## src/sv/jsu_pkg.sv

```systemverilog
`default_nettype none
// ----------------------------------------------------------------------------
// jsu_pkg
// Shared types and codes for the JSON string unescaper with UTF-8 checking.
// ----------------------------------------------------------------------------
package jsu_pkg;

    typedef enum logic [1:0] {
        KIND_DATA  = 2'd0,
        KIND_CLOSE = 2'd1,
        KIND_ERROR = 2'd2
    } kind_t;

    typedef enum logic [3:0] {
        ERR_NONE       = 4'd0,
        ERR_NO_QUOTE   = 4'd1,
        ERR_CTRL       = 4'd2,
        ERR_BAD_LEAD   = 4'd3,
        ERR_BAD_CONT   = 4'd4,
        ERR_BAD_SCALAR = 4'd5,
        ERR_BAD_ESC    = 4'd6,
        ERR_BAD_HEX    = 4'd7,
        ERR_BAD_PAIR   = 4'd8,
        ERR_TRUNC      = 4'd9
    } err_t;

    // results caused by one source byte, data[0] goes out first
    typedef struct packed {
        logic [2:0]      count;
        logic [3:0][7:0] data;
        kind_t           kind;
        err_t            code;
    } grp_t;

endpackage
`default_nettype wire

```

## src/sv/jsu_in_if.sv

```systemverilog
`default_nettype none
// ----------------------------------------------------------------------------
// jsu_in_if
// Source byte channel: valid/ready handshake with byte and end-of-source flag.
// ----------------------------------------------------------------------------
interface jsu_in_if;
    logic       valid;
    logic       ready;
    logic [7:0] in_byte;
    logic       end_of_source;

    modport source (output valid, output in_byte, output end_of_source, input ready);
    modport sink (input valid, input in_byte, input end_of_source, output ready);
endinterface
`default_nettype wire

```

## src/sv/jsu_out_if.sv

```systemverilog
`default_nettype none
// ----------------------------------------------------------------------------
// jsu_out_if
// Result channel: valid/ready handshake with decoded byte, kind and error code.
// ----------------------------------------------------------------------------
interface jsu_out_if;
    logic       valid;
    logic       ready;
    logic [7:0] out_byte;
    logic [1:0] kind;
    logic [3:0] error_code;
    logic       last_of_run;

    modport source (output valid, output out_byte, output kind, output error_code,
                    output last_of_run, input ready);
    modport sink (input valid, input out_byte, input kind, input error_code,
                  input last_of_run, output ready);
endinterface
`default_nettype wire

```

## src/sv/jsu_decode.sv

```systemverilog
`default_nettype none
// ----------------------------------------------------------------------------
// jsu_decode
// Parser state and per-byte decode: escapes, \u pairs, raw UTF-8 checking.
// ----------------------------------------------------------------------------
module jsu_decode
    import jsu_pkg::*;
(
    input  wire logic       clk,
    input  wire logic       rst_n,
    input  wire logic       take,
    input  wire logic [7:0] in_byte,
    input  wire logic       end_of_source,
    output grp_t            grp
);

    typedef enum logic [2:0] {
        M_IDLE = 3'd0,
        M_BODY = 3'd1,
        M_ESC  = 3'd2,
        M_HEX1 = 3'd3,
        M_PBS  = 3'd4,
        M_PU   = 3'd5,
        M_HEX2 = 3'd6,
        M_CONT = 3'd7
    } mode_t;

    localparam logic [7:0]  CH_QUOTE  = 8'h22;
    localparam logic [7:0]  CH_BSLASH = 8'h5c;
    localparam logic [7:0]  CH_U      = 8'h75;
    localparam logic [20:0] MAX_SCALAR = 21'h10ffff;

    mode_t       mode_reg, mode_next;
    logic [15:0] hex_reg, hex_next;
    logic [1:0]  hcnt_reg, hcnt_next;
    logic [9:0]  hoff_reg, hoff_next;
    logic [20:0] seq_reg, seq_next;
    logic [1:0]  rem_reg, rem_next;
    logic [1:0]  cls_reg, cls_next;

    logic        fault;
    logic        closed;
    err_t        code;
    logic        use_lit;
    logic [7:0]  lit;
    logic        use_enc;
    logic [20:0] enc_scalar;
    logic [20:0] sc_cat;
    logic [1:0]  rem_dec;
    logic        below_min;
    logic        hex_ok;
    logic [3:0]  hex_val;
    logic [15:0] acc;

    logic [3:0][7:0] enc_data;
    logic [2:0]      enc_len;

    always_comb
    begin
        hex_ok  = 1'b1;
        hex_val = 4'd0;
        case (in_byte) inside
            [8'h30:8'h39]:                hex_val = in_byte[3:0];
            [8'h41:8'h46], [8'h61:8'h66]: hex_val = in_byte[3:0] + 4'd9;
            default:                      hex_ok  = 1'b0;
        endcase
    end

    always_comb
    begin
        mode_next  = mode_reg;
        hex_next   = hex_reg;
        hcnt_next  = hcnt_reg;
        hoff_next  = hoff_reg;
        seq_next   = seq_reg;
        rem_next   = rem_reg;
        cls_next   = cls_reg;
        fault      = 1'b0;
        closed     = 1'b0;
        code       = ERR_NONE;
        use_lit    = 1'b0;
        lit        = in_byte;
        use_enc    = 1'b0;
        enc_scalar = 21'd0;
        sc_cat     = {seq_reg[14:0], in_byte[5:0]};
        rem_dec    = rem_reg - 2'd1;
        acc        = {hex_reg[11:0], hex_val};
        case (cls_reg)
            2'd0:    below_min = sc_cat < 21'h80;
            2'd1:    below_min = sc_cat < 21'h800;
            default: below_min = sc_cat < 21'h10000;
        endcase

        case (mode_reg)
            M_BODY:
            begin
                case (in_byte) inside
                    CH_QUOTE:      closed = 1'b1;
                    [8'h00:8'h1f]:
                    begin
                        fault = 1'b1;
                        code  = ERR_CTRL;
                    end
                    CH_BSLASH:     mode_next = M_ESC;
                    [8'h20:8'h7f]: use_lit = 1'b1;
                    [8'hc2:8'hdf]:
                    begin
                        seq_next  = {16'd0, in_byte[4:0]};
                        rem_next  = 2'd1;
                        cls_next  = 2'd0;
                        mode_next = M_CONT;
                    end
                    [8'he0:8'hef]:
                    begin
                        seq_next  = {17'd0, in_byte[3:0]};
                        rem_next  = 2'd2;
                        cls_next  = 2'd1;
                        mode_next = M_CONT;
                    end
                    [8'hf0:8'hf4]:
                    begin
                        seq_next  = {18'd0, in_byte[2:0]};
                        rem_next  = 2'd3;
                        cls_next  = 2'd2;
                        mode_next = M_CONT;
                    end
                    default:
                    begin
                        fault = 1'b1;
                        code  = ERR_BAD_LEAD;
                    end
                endcase
            end
            M_CONT:
            begin
                if (in_byte[7:6] != 2'b10)
                begin
                    fault = 1'b1;
                    code  = ERR_BAD_CONT;
                end
                else
                begin
                    seq_next = sc_cat;
                    rem_next = rem_dec;
                    if (rem_dec == 2'd0)
                    begin
                        if (below_min || sc_cat > MAX_SCALAR ||
                            (sc_cat >= 21'h00d800 && sc_cat <= 21'h00dfff))
                        begin
                            fault = 1'b1;
                            code  = ERR_BAD_SCALAR;
                        end
                        else
                        begin
                            use_enc    = 1'b1;
                            enc_scalar = sc_cat;
                            mode_next  = M_BODY;
                        end
                    end
                end
            end
            M_ESC:
            begin
                mode_next = M_BODY;
                case (in_byte)
                    CH_QUOTE, CH_BSLASH, 8'h2f: use_lit = 1'b1;
                    8'h62:
                    begin
                        use_lit = 1'b1;
                        lit     = 8'h08;
                    end
                    8'h66:
                    begin
                        use_lit = 1'b1;
                        lit     = 8'h0c;
                    end
                    8'h6e:
                    begin
                        use_lit = 1'b1;
                        lit     = 8'h0a;
                    end
                    8'h72:
                    begin
                        use_lit = 1'b1;
                        lit     = 8'h0d;
                    end
                    8'h74:
                    begin
                        use_lit = 1'b1;
                        lit     = 8'h09;
                    end
                    CH_U:
                    begin
                        hcnt_next = 2'd0;
                        mode_next = M_HEX1;
                    end
                    default:
                    begin
                        fault = 1'b1;
                        code  = ERR_BAD_ESC;
                    end
                endcase
            end
            M_HEX1, M_HEX2:
            begin
                if (!hex_ok)
                begin
                    fault = 1'b1;
                    code  = ERR_BAD_HEX;
                end
                else
                begin
                    hex_next  = acc;
                    hcnt_next = hcnt_reg + 2'd1;
                    if (hcnt_reg == 2'd3)
                    begin
                        if (mode_reg == M_HEX1)
                        begin
                            if (acc >= 16'hd800 && acc <= 16'hdbff)
                            begin
                                hoff_next = acc[9:0];
                                mode_next = M_PBS;
                            end
                            else if (acc >= 16'hdc00)
                            begin
                                if (acc <= 16'hdfff)
                                begin
                                    fault = 1'b1;
                                    code  = ERR_BAD_PAIR;
                                end
                                else
                                begin
                                    use_enc    = 1'b1;
                                    enc_scalar = {5'd0, acc};
                                    mode_next  = M_BODY;
                                end
                            end
                            else
                            begin
                                use_enc    = 1'b1;
                                enc_scalar = {5'd0, acc};
                                mode_next  = M_BODY;
                            end
                        end
                        else if (acc < 16'hdc00 || acc > 16'hdfff)
                        begin
                            fault = 1'b1;
                            code  = ERR_BAD_PAIR;
                        end
                        else
                        begin
                            use_enc    = 1'b1;
                            enc_scalar = 21'h10000 + {1'b0, hoff_reg, acc[9:0]};
                            mode_next  = M_BODY;
                        end
                    end
                end
            end
            M_PBS:
            begin
                if (in_byte == CH_BSLASH)
                begin
                    mode_next = M_PU;
                end
                else
                begin
                    fault = 1'b1;
                    code  = ERR_BAD_PAIR;
                end
            end
            M_PU:
            begin
                if (in_byte == CH_U)
                begin
                    hcnt_next = 2'd0;
                    mode_next = M_HEX2;
                end
                else
                begin
                    fault = 1'b1;
                    code  = ERR_BAD_PAIR;
                end
            end
            default:
            begin
                if (in_byte == CH_QUOTE)
                begin
                    mode_next = M_BODY;
                end
                else
                begin
                    fault = 1'b1;
                    code  = ERR_NO_QUOTE;
                end
            end
        endcase

        if (fault || closed || end_of_source)
        begin
            mode_next = M_IDLE;
        end
    end

    // utf-8 encoder, scalar is known valid here
    always_comb
    begin
        enc_data = '0;
        if (enc_scalar <= 21'h7f)
        begin
            enc_len     = 3'd1;
            enc_data[0] = enc_scalar[7:0];
        end
        else if (enc_scalar <= 21'h7ff)
        begin
            enc_len     = 3'd2;
            enc_data[0] = {3'b110, enc_scalar[10:6]};
            enc_data[1] = {2'b10, enc_scalar[5:0]};
        end
        else if (enc_scalar <= 21'hffff)
        begin
            enc_len     = 3'd3;
            enc_data[0] = {4'b1110, enc_scalar[15:12]};
            enc_data[1] = {2'b10, enc_scalar[11:6]};
            enc_data[2] = {2'b10, enc_scalar[5:0]};
        end
        else
        begin
            enc_len     = 3'd4;
            enc_data[0] = {5'b11110, enc_scalar[20:18]};
            enc_data[1] = {2'b10, enc_scalar[17:12]};
            enc_data[2] = {2'b10, enc_scalar[11:6]};
            enc_data[3] = {2'b10, enc_scalar[5:0]};
        end
    end

    always_comb
    begin
        grp       = '0;
        grp.kind  = KIND_DATA;
        grp.code  = ERR_NONE;
        if (fault)
        begin
            grp.count = 3'd1;
            grp.kind  = KIND_ERROR;
            grp.code  = code;
        end
        else if (closed)
        begin
            grp.count = 3'd1;
            grp.kind  = KIND_CLOSE;
        end
        else if (end_of_source)
        begin
            grp.count = 3'd1;
            grp.kind  = KIND_ERROR;
            grp.code  = ERR_TRUNC;
        end
        else if (use_lit)
        begin
            grp.count   = 3'd1;
            grp.data[0] = lit;
        end
        else if (use_enc)
        begin
            grp.count = enc_len;
            grp.data  = enc_data;
        end
    end

    always_ff @(posedge clk or negedge rst_n)
    begin
        if (!rst_n)
        begin
            mode_reg <= M_IDLE;
            hex_reg  <= '0;
            hcnt_reg <= '0;
            hoff_reg <= '0;
            seq_reg  <= '0;
            rem_reg  <= '0;
            cls_reg  <= '0;
        end
        else if (take)
        begin
            mode_reg <= mode_next;
            hex_reg  <= hex_next;
            hcnt_reg <= hcnt_next;
            hoff_reg <= hoff_next;
            seq_reg  <= seq_next;
            rem_reg  <= rem_next;
            cls_reg  <= cls_next;
        end
    end

endmodule
`default_nettype wire

```

## src/sv/json_string_unescape_utf8_check.sv

```systemverilog
`default_nettype none
// ----------------------------------------------------------------------------
// json_string_unescape_utf8_check
// Decodes a quoted JSON string byte by byte with UTF-8 validation.
// ----------------------------------------------------------------------------
// the first result is registered: it is valid in the cycle after the source byte transaction
// throughput: one source byte per cycle while each byte yields at most one
//   result and the sink is ready; a byte yielding several results holds the input
//   until the single result buffer drains, one result per cycle while the sink is ready
// reset: parser returns to idle (awaiting opening quote), result buffer empty
module json_string_unescape_utf8_check
    import jsu_pkg::*;
(
    input  wire logic clk,
    input  wire logic rst_n,
    jsu_in_if.sink    in_ch,
    jsu_out_if.source out_ch
);

    grp_t            grp;
    logic            in_fire;
    logic            out_fire;
    logic [2:0]      cnt_reg, cnt_next;
    logic [1:0]      idx_reg, idx_next;
    logic [3:0][7:0] data_reg;
    kind_t           kind_reg;
    err_t            code_reg;

    jsu_decode u_decode (
        .clk           (clk),
        .rst_n         (rst_n),
        .take          (in_fire),
        .in_byte       (in_ch.in_byte),
        .end_of_source (in_ch.end_of_source),
        .grp           (grp)
    );

    assign out_fire     = out_ch.valid && out_ch.ready;
    assign in_ch.ready  = (cnt_reg == 3'd0) || (cnt_reg == 3'd1 && out_ch.ready);
    assign in_fire      = in_ch.valid && in_ch.ready;

    assign out_ch.valid       = cnt_reg != 3'd0;
    assign out_ch.out_byte    = data_reg[idx_reg];
    assign out_ch.kind        = kind_reg;
    assign out_ch.error_code  = code_reg;
    assign out_ch.last_of_run = cnt_reg == 3'd1;

    always_comb
    begin
        cnt_next = cnt_reg;
        idx_next = idx_reg;
        if (in_fire)
        begin
            cnt_next = grp.count;
            idx_next = 2'd0;
        end
        else if (out_fire)
        begin
            cnt_next = cnt_reg - 3'd1;
            idx_next = idx_reg + 2'd1;
        end
    end

    always_ff @(posedge clk or negedge rst_n)
    begin
        if (!rst_n)
        begin
            cnt_reg <= 3'd0;
            idx_reg <= 2'd0;
        end
        else
        begin
            cnt_reg <= cnt_next;
            idx_reg <= idx_next;
        end
    end

    always_ff @(posedge clk)
    begin
        if (in_fire)
        begin
            data_reg <= grp.data;
            kind_reg <= grp.kind;
            code_reg <= grp.code;
        end
    end

    // a close or error result stands alone
    assert property (@(posedge clk) disable iff (!rst_n)
        out_ch.valid && out_ch.kind != KIND_DATA |-> out_ch.last_of_run)
        else $error("non-data result not last of run");

    // error code present exactly on error results
    assert property (@(posedge clk) disable iff (!rst_n)
        out_ch.valid |-> ((out_ch.kind == KIND_ERROR) == (out_ch.error_code != ERR_NONE)))
        else $error("error code does not match result kind");

    // non-data results carry a zero byte
    assert property (@(posedge clk) disable iff (!rst_n)
        out_ch.valid && out_ch.kind != KIND_DATA |-> out_ch.out_byte == 8'd0)
        else $error("non-data result with nonzero byte");

    // buffer empties after the last result when nothing new arrives
    assert property (@(posedge clk) disable iff (!rst_n)
        out_fire && out_ch.last_of_run && !in_fire |=> !out_ch.valid)
        else $error("result repeated after last of run");

endmodule
`default_nettype wire

```

## src/flat_wrapper.sv

```systemverilog
// flat-port wrapper written by rule: the top's interface ports become plain ports
module json_string_unescape_utf8_check_flat import jsu_pkg::*;
  (clk, rst_n, in_ch_valid, in_ch_in_byte, in_ch_end_of_source, in_ch_ready, out_ch_valid, out_ch_out_byte, out_ch_kind, out_ch_error_code, out_ch_last_of_run, out_ch_ready);
  jsu_in_if in_ch_i ();
  jsu_out_if out_ch_i ();
  input  wire logic clk;
  input  wire logic rst_n;
  input wire logic [$bits(in_ch_i.valid)-1:0] in_ch_valid;
  input wire logic [$bits(in_ch_i.in_byte)-1:0] in_ch_in_byte;
  input wire logic [$bits(in_ch_i.end_of_source)-1:0] in_ch_end_of_source;
  output wire logic [$bits(in_ch_i.ready)-1:0] in_ch_ready;
  output wire logic [$bits(out_ch_i.valid)-1:0] out_ch_valid;
  output wire logic [$bits(out_ch_i.out_byte)-1:0] out_ch_out_byte;
  output wire logic [$bits(out_ch_i.kind)-1:0] out_ch_kind;
  output wire logic [$bits(out_ch_i.error_code)-1:0] out_ch_error_code;
  output wire logic [$bits(out_ch_i.last_of_run)-1:0] out_ch_last_of_run;
  input wire logic [$bits(out_ch_i.ready)-1:0] out_ch_ready;
  assign in_ch_i.valid = in_ch_valid;
  assign in_ch_i.in_byte = in_ch_in_byte;
  assign in_ch_i.end_of_source = in_ch_end_of_source;
  assign in_ch_ready = in_ch_i.ready;
  assign out_ch_valid = out_ch_i.valid;
  assign out_ch_out_byte = out_ch_i.out_byte;
  assign out_ch_kind = out_ch_i.kind;
  assign out_ch_error_code = out_ch_i.error_code;
  assign out_ch_last_of_run = out_ch_i.last_of_run;
  assign out_ch_i.ready = out_ch_ready;
  json_string_unescape_utf8_check u_core (.clk(clk), .rst_n(rst_n), .in_ch(in_ch_i), .out_ch(out_ch_i));
endmodule
```

## config.mk

```make
export PLATFORM = sky130hd
export DESIGN_NAME = json_string_unescape_utf8_check_flat
export DESIGN_NICKNAME = d
export VERILOG_FILES = /design/src/sv/jsu_pkg.sv /design/src/sv/jsu_in_if.sv /design/src/sv/jsu_out_if.sv /design/src/sv/jsu_decode.sv /design/src/sv/json_string_unescape_utf8_check.sv /design/src/flat_wrapper.sv
export SDC_FILE = /design/constraint.sdc
export NUM_CORES = 1
export LEC_CHECK = 0
export ABC_AREA = 0
export ABC_CLOCK_PERIOD_IN_PS = 3500
export BUFFER_PORTS_ARGS = -buffer_cell sky130_fd_sc_hd__clkbuf_2
export CELL_PAD_IN_SITES_DETAIL_PLACEMENT = 1
export CELL_PAD_IN_SITES_GLOBAL_PLACEMENT = 1
export CORE_AREA = 2 2 99 148
export CTS_CLUSTER_DIAMETER = 100
export CTS_CLUSTER_SIZE = 10
export DETAILED_ROUTE_END_ITERATION = 6
export DIE_AREA = 0 0 101 150
export GPL_TIMING_DRIVEN = 0
export HOLD_SLACK_MARGIN = 0.08
export PLACE_DENSITY = 0.78
export SYNTH_ARGS = -nofsm -noshare
export SYNTH_HDL_FRONTEND = slang
export SYNTH_HIERARCHICAL = 1
export SYNTH_SLANG_ARGS = --single-unit
export TNS_END_PERCENT = 10
```

## constraint.sdc

```tcl
create_clock -name clk -period 3.5 [get_ports clk]
set_clock_uncertainty 0.1 [all_clocks]
set_input_delay 0.525 -clock clk [delete_from_list [all_inputs] [get_ports clk]]
set_output_delay 0.525 -clock clk [all_outputs]
set_load 0.05 [all_outputs]
```

==> summary.md <==
| Metric | Value |
|---|---|
| Max reg flops | 32 |
| Yosys top cell area share | about 22% |
| Top post-synthesis cells by count | nand2_1 (73), dfrtp_1 (51), nor2_1 (51) |
| H-Tree Depth | 3 |
| CTS Root Cell | clkbuf_16 |
| Layout Cells excl Fill | 819 |
| Clock Latency Late Sink | 0.36 ns |
| Synth warnings | 6 |
| Syn Area/Cell | 9.51 um^2 |
| Initial core utilization | 41.1% |
| Clk pin slew, worst setup/hold paths | 0.08 ns |
| Number of library cell types mapped by synthesis | 83 |
| Port bufs | 27 |
| Die Y | 150 um |
| Most frequent cell after synthesis | nand2_1 |
| Global route overflow | 0 |
| Antenna cells | 0 |
| Vias in the first global route | around 5400 |
| Flop pwr share | 37.8% |
| Tot Pwr | 0.00358 W |
| Fmax achieved | between 200 and 300 MHz |
| # rows | 53 |
| Peak VDD IR | 0.286 mV |
| Logic pwr share | 36.6% |
| CP arrival | ~3.5 ns |
| Global-route wire length before repair | 29400 um |
| CP Capture Type | register |
| DPL Wire Length | roughly 14000 um |
| Io pins | 30 |
| Post-route ant nets | 0 |
| GRT Util Overall | 25.4% |
| Chip width | roughly 100 um |
| Largest net degree at the start of global routing | 52 |
| Max Slew Vio Count | 0 |
| Worst slew pin tran | 0.767 ns |
| Iter 0 DRT Violations | 386 |
| Most area-hungry cell type in the Yosys netlist | dfrtp_1 |
| Synth top area cells | dfrtp_1 (22%), edfxtp_1 (20%), nand2_1 (4.8%) |
| Net Sw Frac | 39.0% |
| CP required | around 3.6 ns |
| Total Nets Final | ~670 |
| Internal power | 0.00219 W |
| Sum Neg Setup Slack | 0 ns |
| Power share of the clock group | 25.6% |
| WL per Instance | about 23 um |
| Total Die Area | 15200 um^2 |
| CTS tree | done |
| EDFF count, synth | 38 |
| Clock Path Buffers | 2 |
| Fin. Hold Viols | 0 |
| Core ar. | 13900 um^2 |
| Fraction of registers with async set/reset | 57.3% |
| Mapped Area | 5720 um^2 |
| Period utilization | between 90% and 100% |
| Number of max-cap violations | 0 |
| Placer Congestion | 0.955 |
| Post-placement cell count | 798 |
| Syn-to-layout area delta | 15.3% |
| CP Class | primary input to register |
| Min Tclk post-route | 3.43 ns |
| Final setup violation count | 0 |
| Outcome | complete, no violations |
| CP Launch Type | primary input |
| DR vias | 5082 |
| Initial DRT Pass Iterations | 5 |
| FF+latch count, synth | around 90 |
| Most used DFF post-synth | dfrtp_1 |
| Setup WS post-layout | ~0.067 ns |
| CP max FO | 9 |
| Initial antenna violation count | 0 |
| Total CTS buffers | 9 |
| TritonCTS Sinks | 89 |
| Vias per Instance | 6.21 |
| Leakage power | ~2.6 nW |
| Remaining DRCs | 0 |
| Final WL | roughly 19000 um |
| Seq/Total Area, Yosys | 42.2% |
| Hold/Removal Path Class | primary input to register |
| Gate count after technology mapping | 602 |
| Switching power | ~0.0014 W |
| Pre-CTS WS | -0.739 ns |
| Slew Limit Headroom | 48.4% |
| Utilization after layout | 47.4% |
| Fillers | roughly 1600 |
| Cell Pwr Density | 543 nW/um^2 |
| Share of cells above drive strength 1 | 20.9% |
==> placed cells by master, fill, tap and decap left out, drive strengths merged, types with 4 or more instances in the layout <==
cell / instances
nand2: 73
clkbuf: 54
nor2: 52
dfrtp: 51
o21ai: 49
edfxtp: 38
inv: 27
buf: 27
a21oi: 23
nor3: 19
mux2: 18
nand3: 15
a22oi: 14
and3: 12
mux2i: 12
nand2b: 10
ha: 10
a22o: 9
or3: 9
a211oi: 9
mux4: 8
a31oi: 8
nor4: 8
and2: 6
nor2b: 6
xnor2: 4
nand4: 4
nand3b: 4
o211ai: 4
o21bai: 4
clkinv: 4
nor3b: 4
a221o: 4
==> per-layer routing <==
layer | wire length, um | part of all wire, % | global-route usage (%) | vias to the layer above
met5 | 0 | 0 | 0 | -
li1 | - | - | - | 2322
met1 | 7230 | 39 | 28.0 | 2582
met2 | 9960 | 53 | 46.1 | 128
met3 | 513 | 2.8 | 3.83 | 50
met4 | 923 | 5.0 | 13.4 | 0
==> area by class of cell <==
type	instances	area [um^2]	area share (%)
buffer	39	220	3.34
clock buffer	9	225	3.41
sequential	89	2420	36.6
clock inverter	7	55.1	0.834
tap	165	206	3.13
timing repair buffer	34	230	3.49
multi-input combinational	451	3150	47.8
inverter	25	93.8	1.42
==> power by group through the flow <==
stage / registers, W / logic [W] / clock network [W]
floorplan: 0.00140 / 0.000909 / 0
finish: 0.00135 / 0.00131 / 0.000918
global route: 0.00137 / 0.00141 / 0.000990
global placement: 0.00137 / 0.00121 / 0
detailed placement: 0.00137 / 0.00128 / 0
CTS: 0.00135 / 0.00129 / 0.000942
==> worst max-delay path, cell delays in order <==
cell      delay [ns]
clkbuf_2        0.11
ha_1            0.24
nand4b_1        0.24
nor4_4          0.46
mux2i_4         0.40
a31oi_1         0.20
or3_1           0.42
o21a_1          0.36
or3_1           0.44
o21ai_1         0.11
==> per-stage QoR <==
| step | hold WS [ns] | instance area (um^2) |
|---|---|---|
| after floorplan | 0.129 | 5730 |
| after global placement | 0.364 | 6070 |
| after detailed placement | 0.388 | 6110 |
| after CTS | 0.365 | 6450 |
| after global routing | 0.402 | 6600 |
| final | 0.374 | 6600 |
==> repair_timing <==
item,in CTS,in global routing
gates resized for setup,12,24
pin swaps,2,3
setup buffers,1,2
hold endpoints to repair,0,10
setup endpoints to repair,39,27
hold buffers,0,1
==> worst paths after layout <==
check                                               to  slack [ns]                       start  cells after the start
hold reg to reg             u_core/u_decode/rem_reg[1]        0.40  u_core/u_decode/rem_reg[1]                      2
min in group asynchronous  u_core/u_decode/hcnt_reg[0]        0.49                       rst_n                      2
max in group asynchronous   u_core/u_decode/hex_reg[9]        2.26                       rst_n                      3
hold / removal              u_core/u_decode/seq_reg[4]        0.37            in_ch_in_byte[4]                      3
setup reg to reg                    u_core/data_reg[1]        0.12  u_core/u_decode/seq_reg[3]                      8
setup / recovery                    u_core/data_reg[1]        0.07            in_ch_in_byte[0]                     10
==> cells by family (layout without fill, tap and decap cells) <==
family	count (synthesis)	count (layout)	synth area share, %
mux	38	38	9.01
other cells	1	3	0.0655
flops	89	89	42.2
simple gates	232	232	20.7
xor+xnor	7	7	1.07
fa+ha+maj	10	10	2.19
buf+inv	64	114	5.25
compound gates	161	161	19.5
Note: power is estimated with default switching activity, not from simulation.
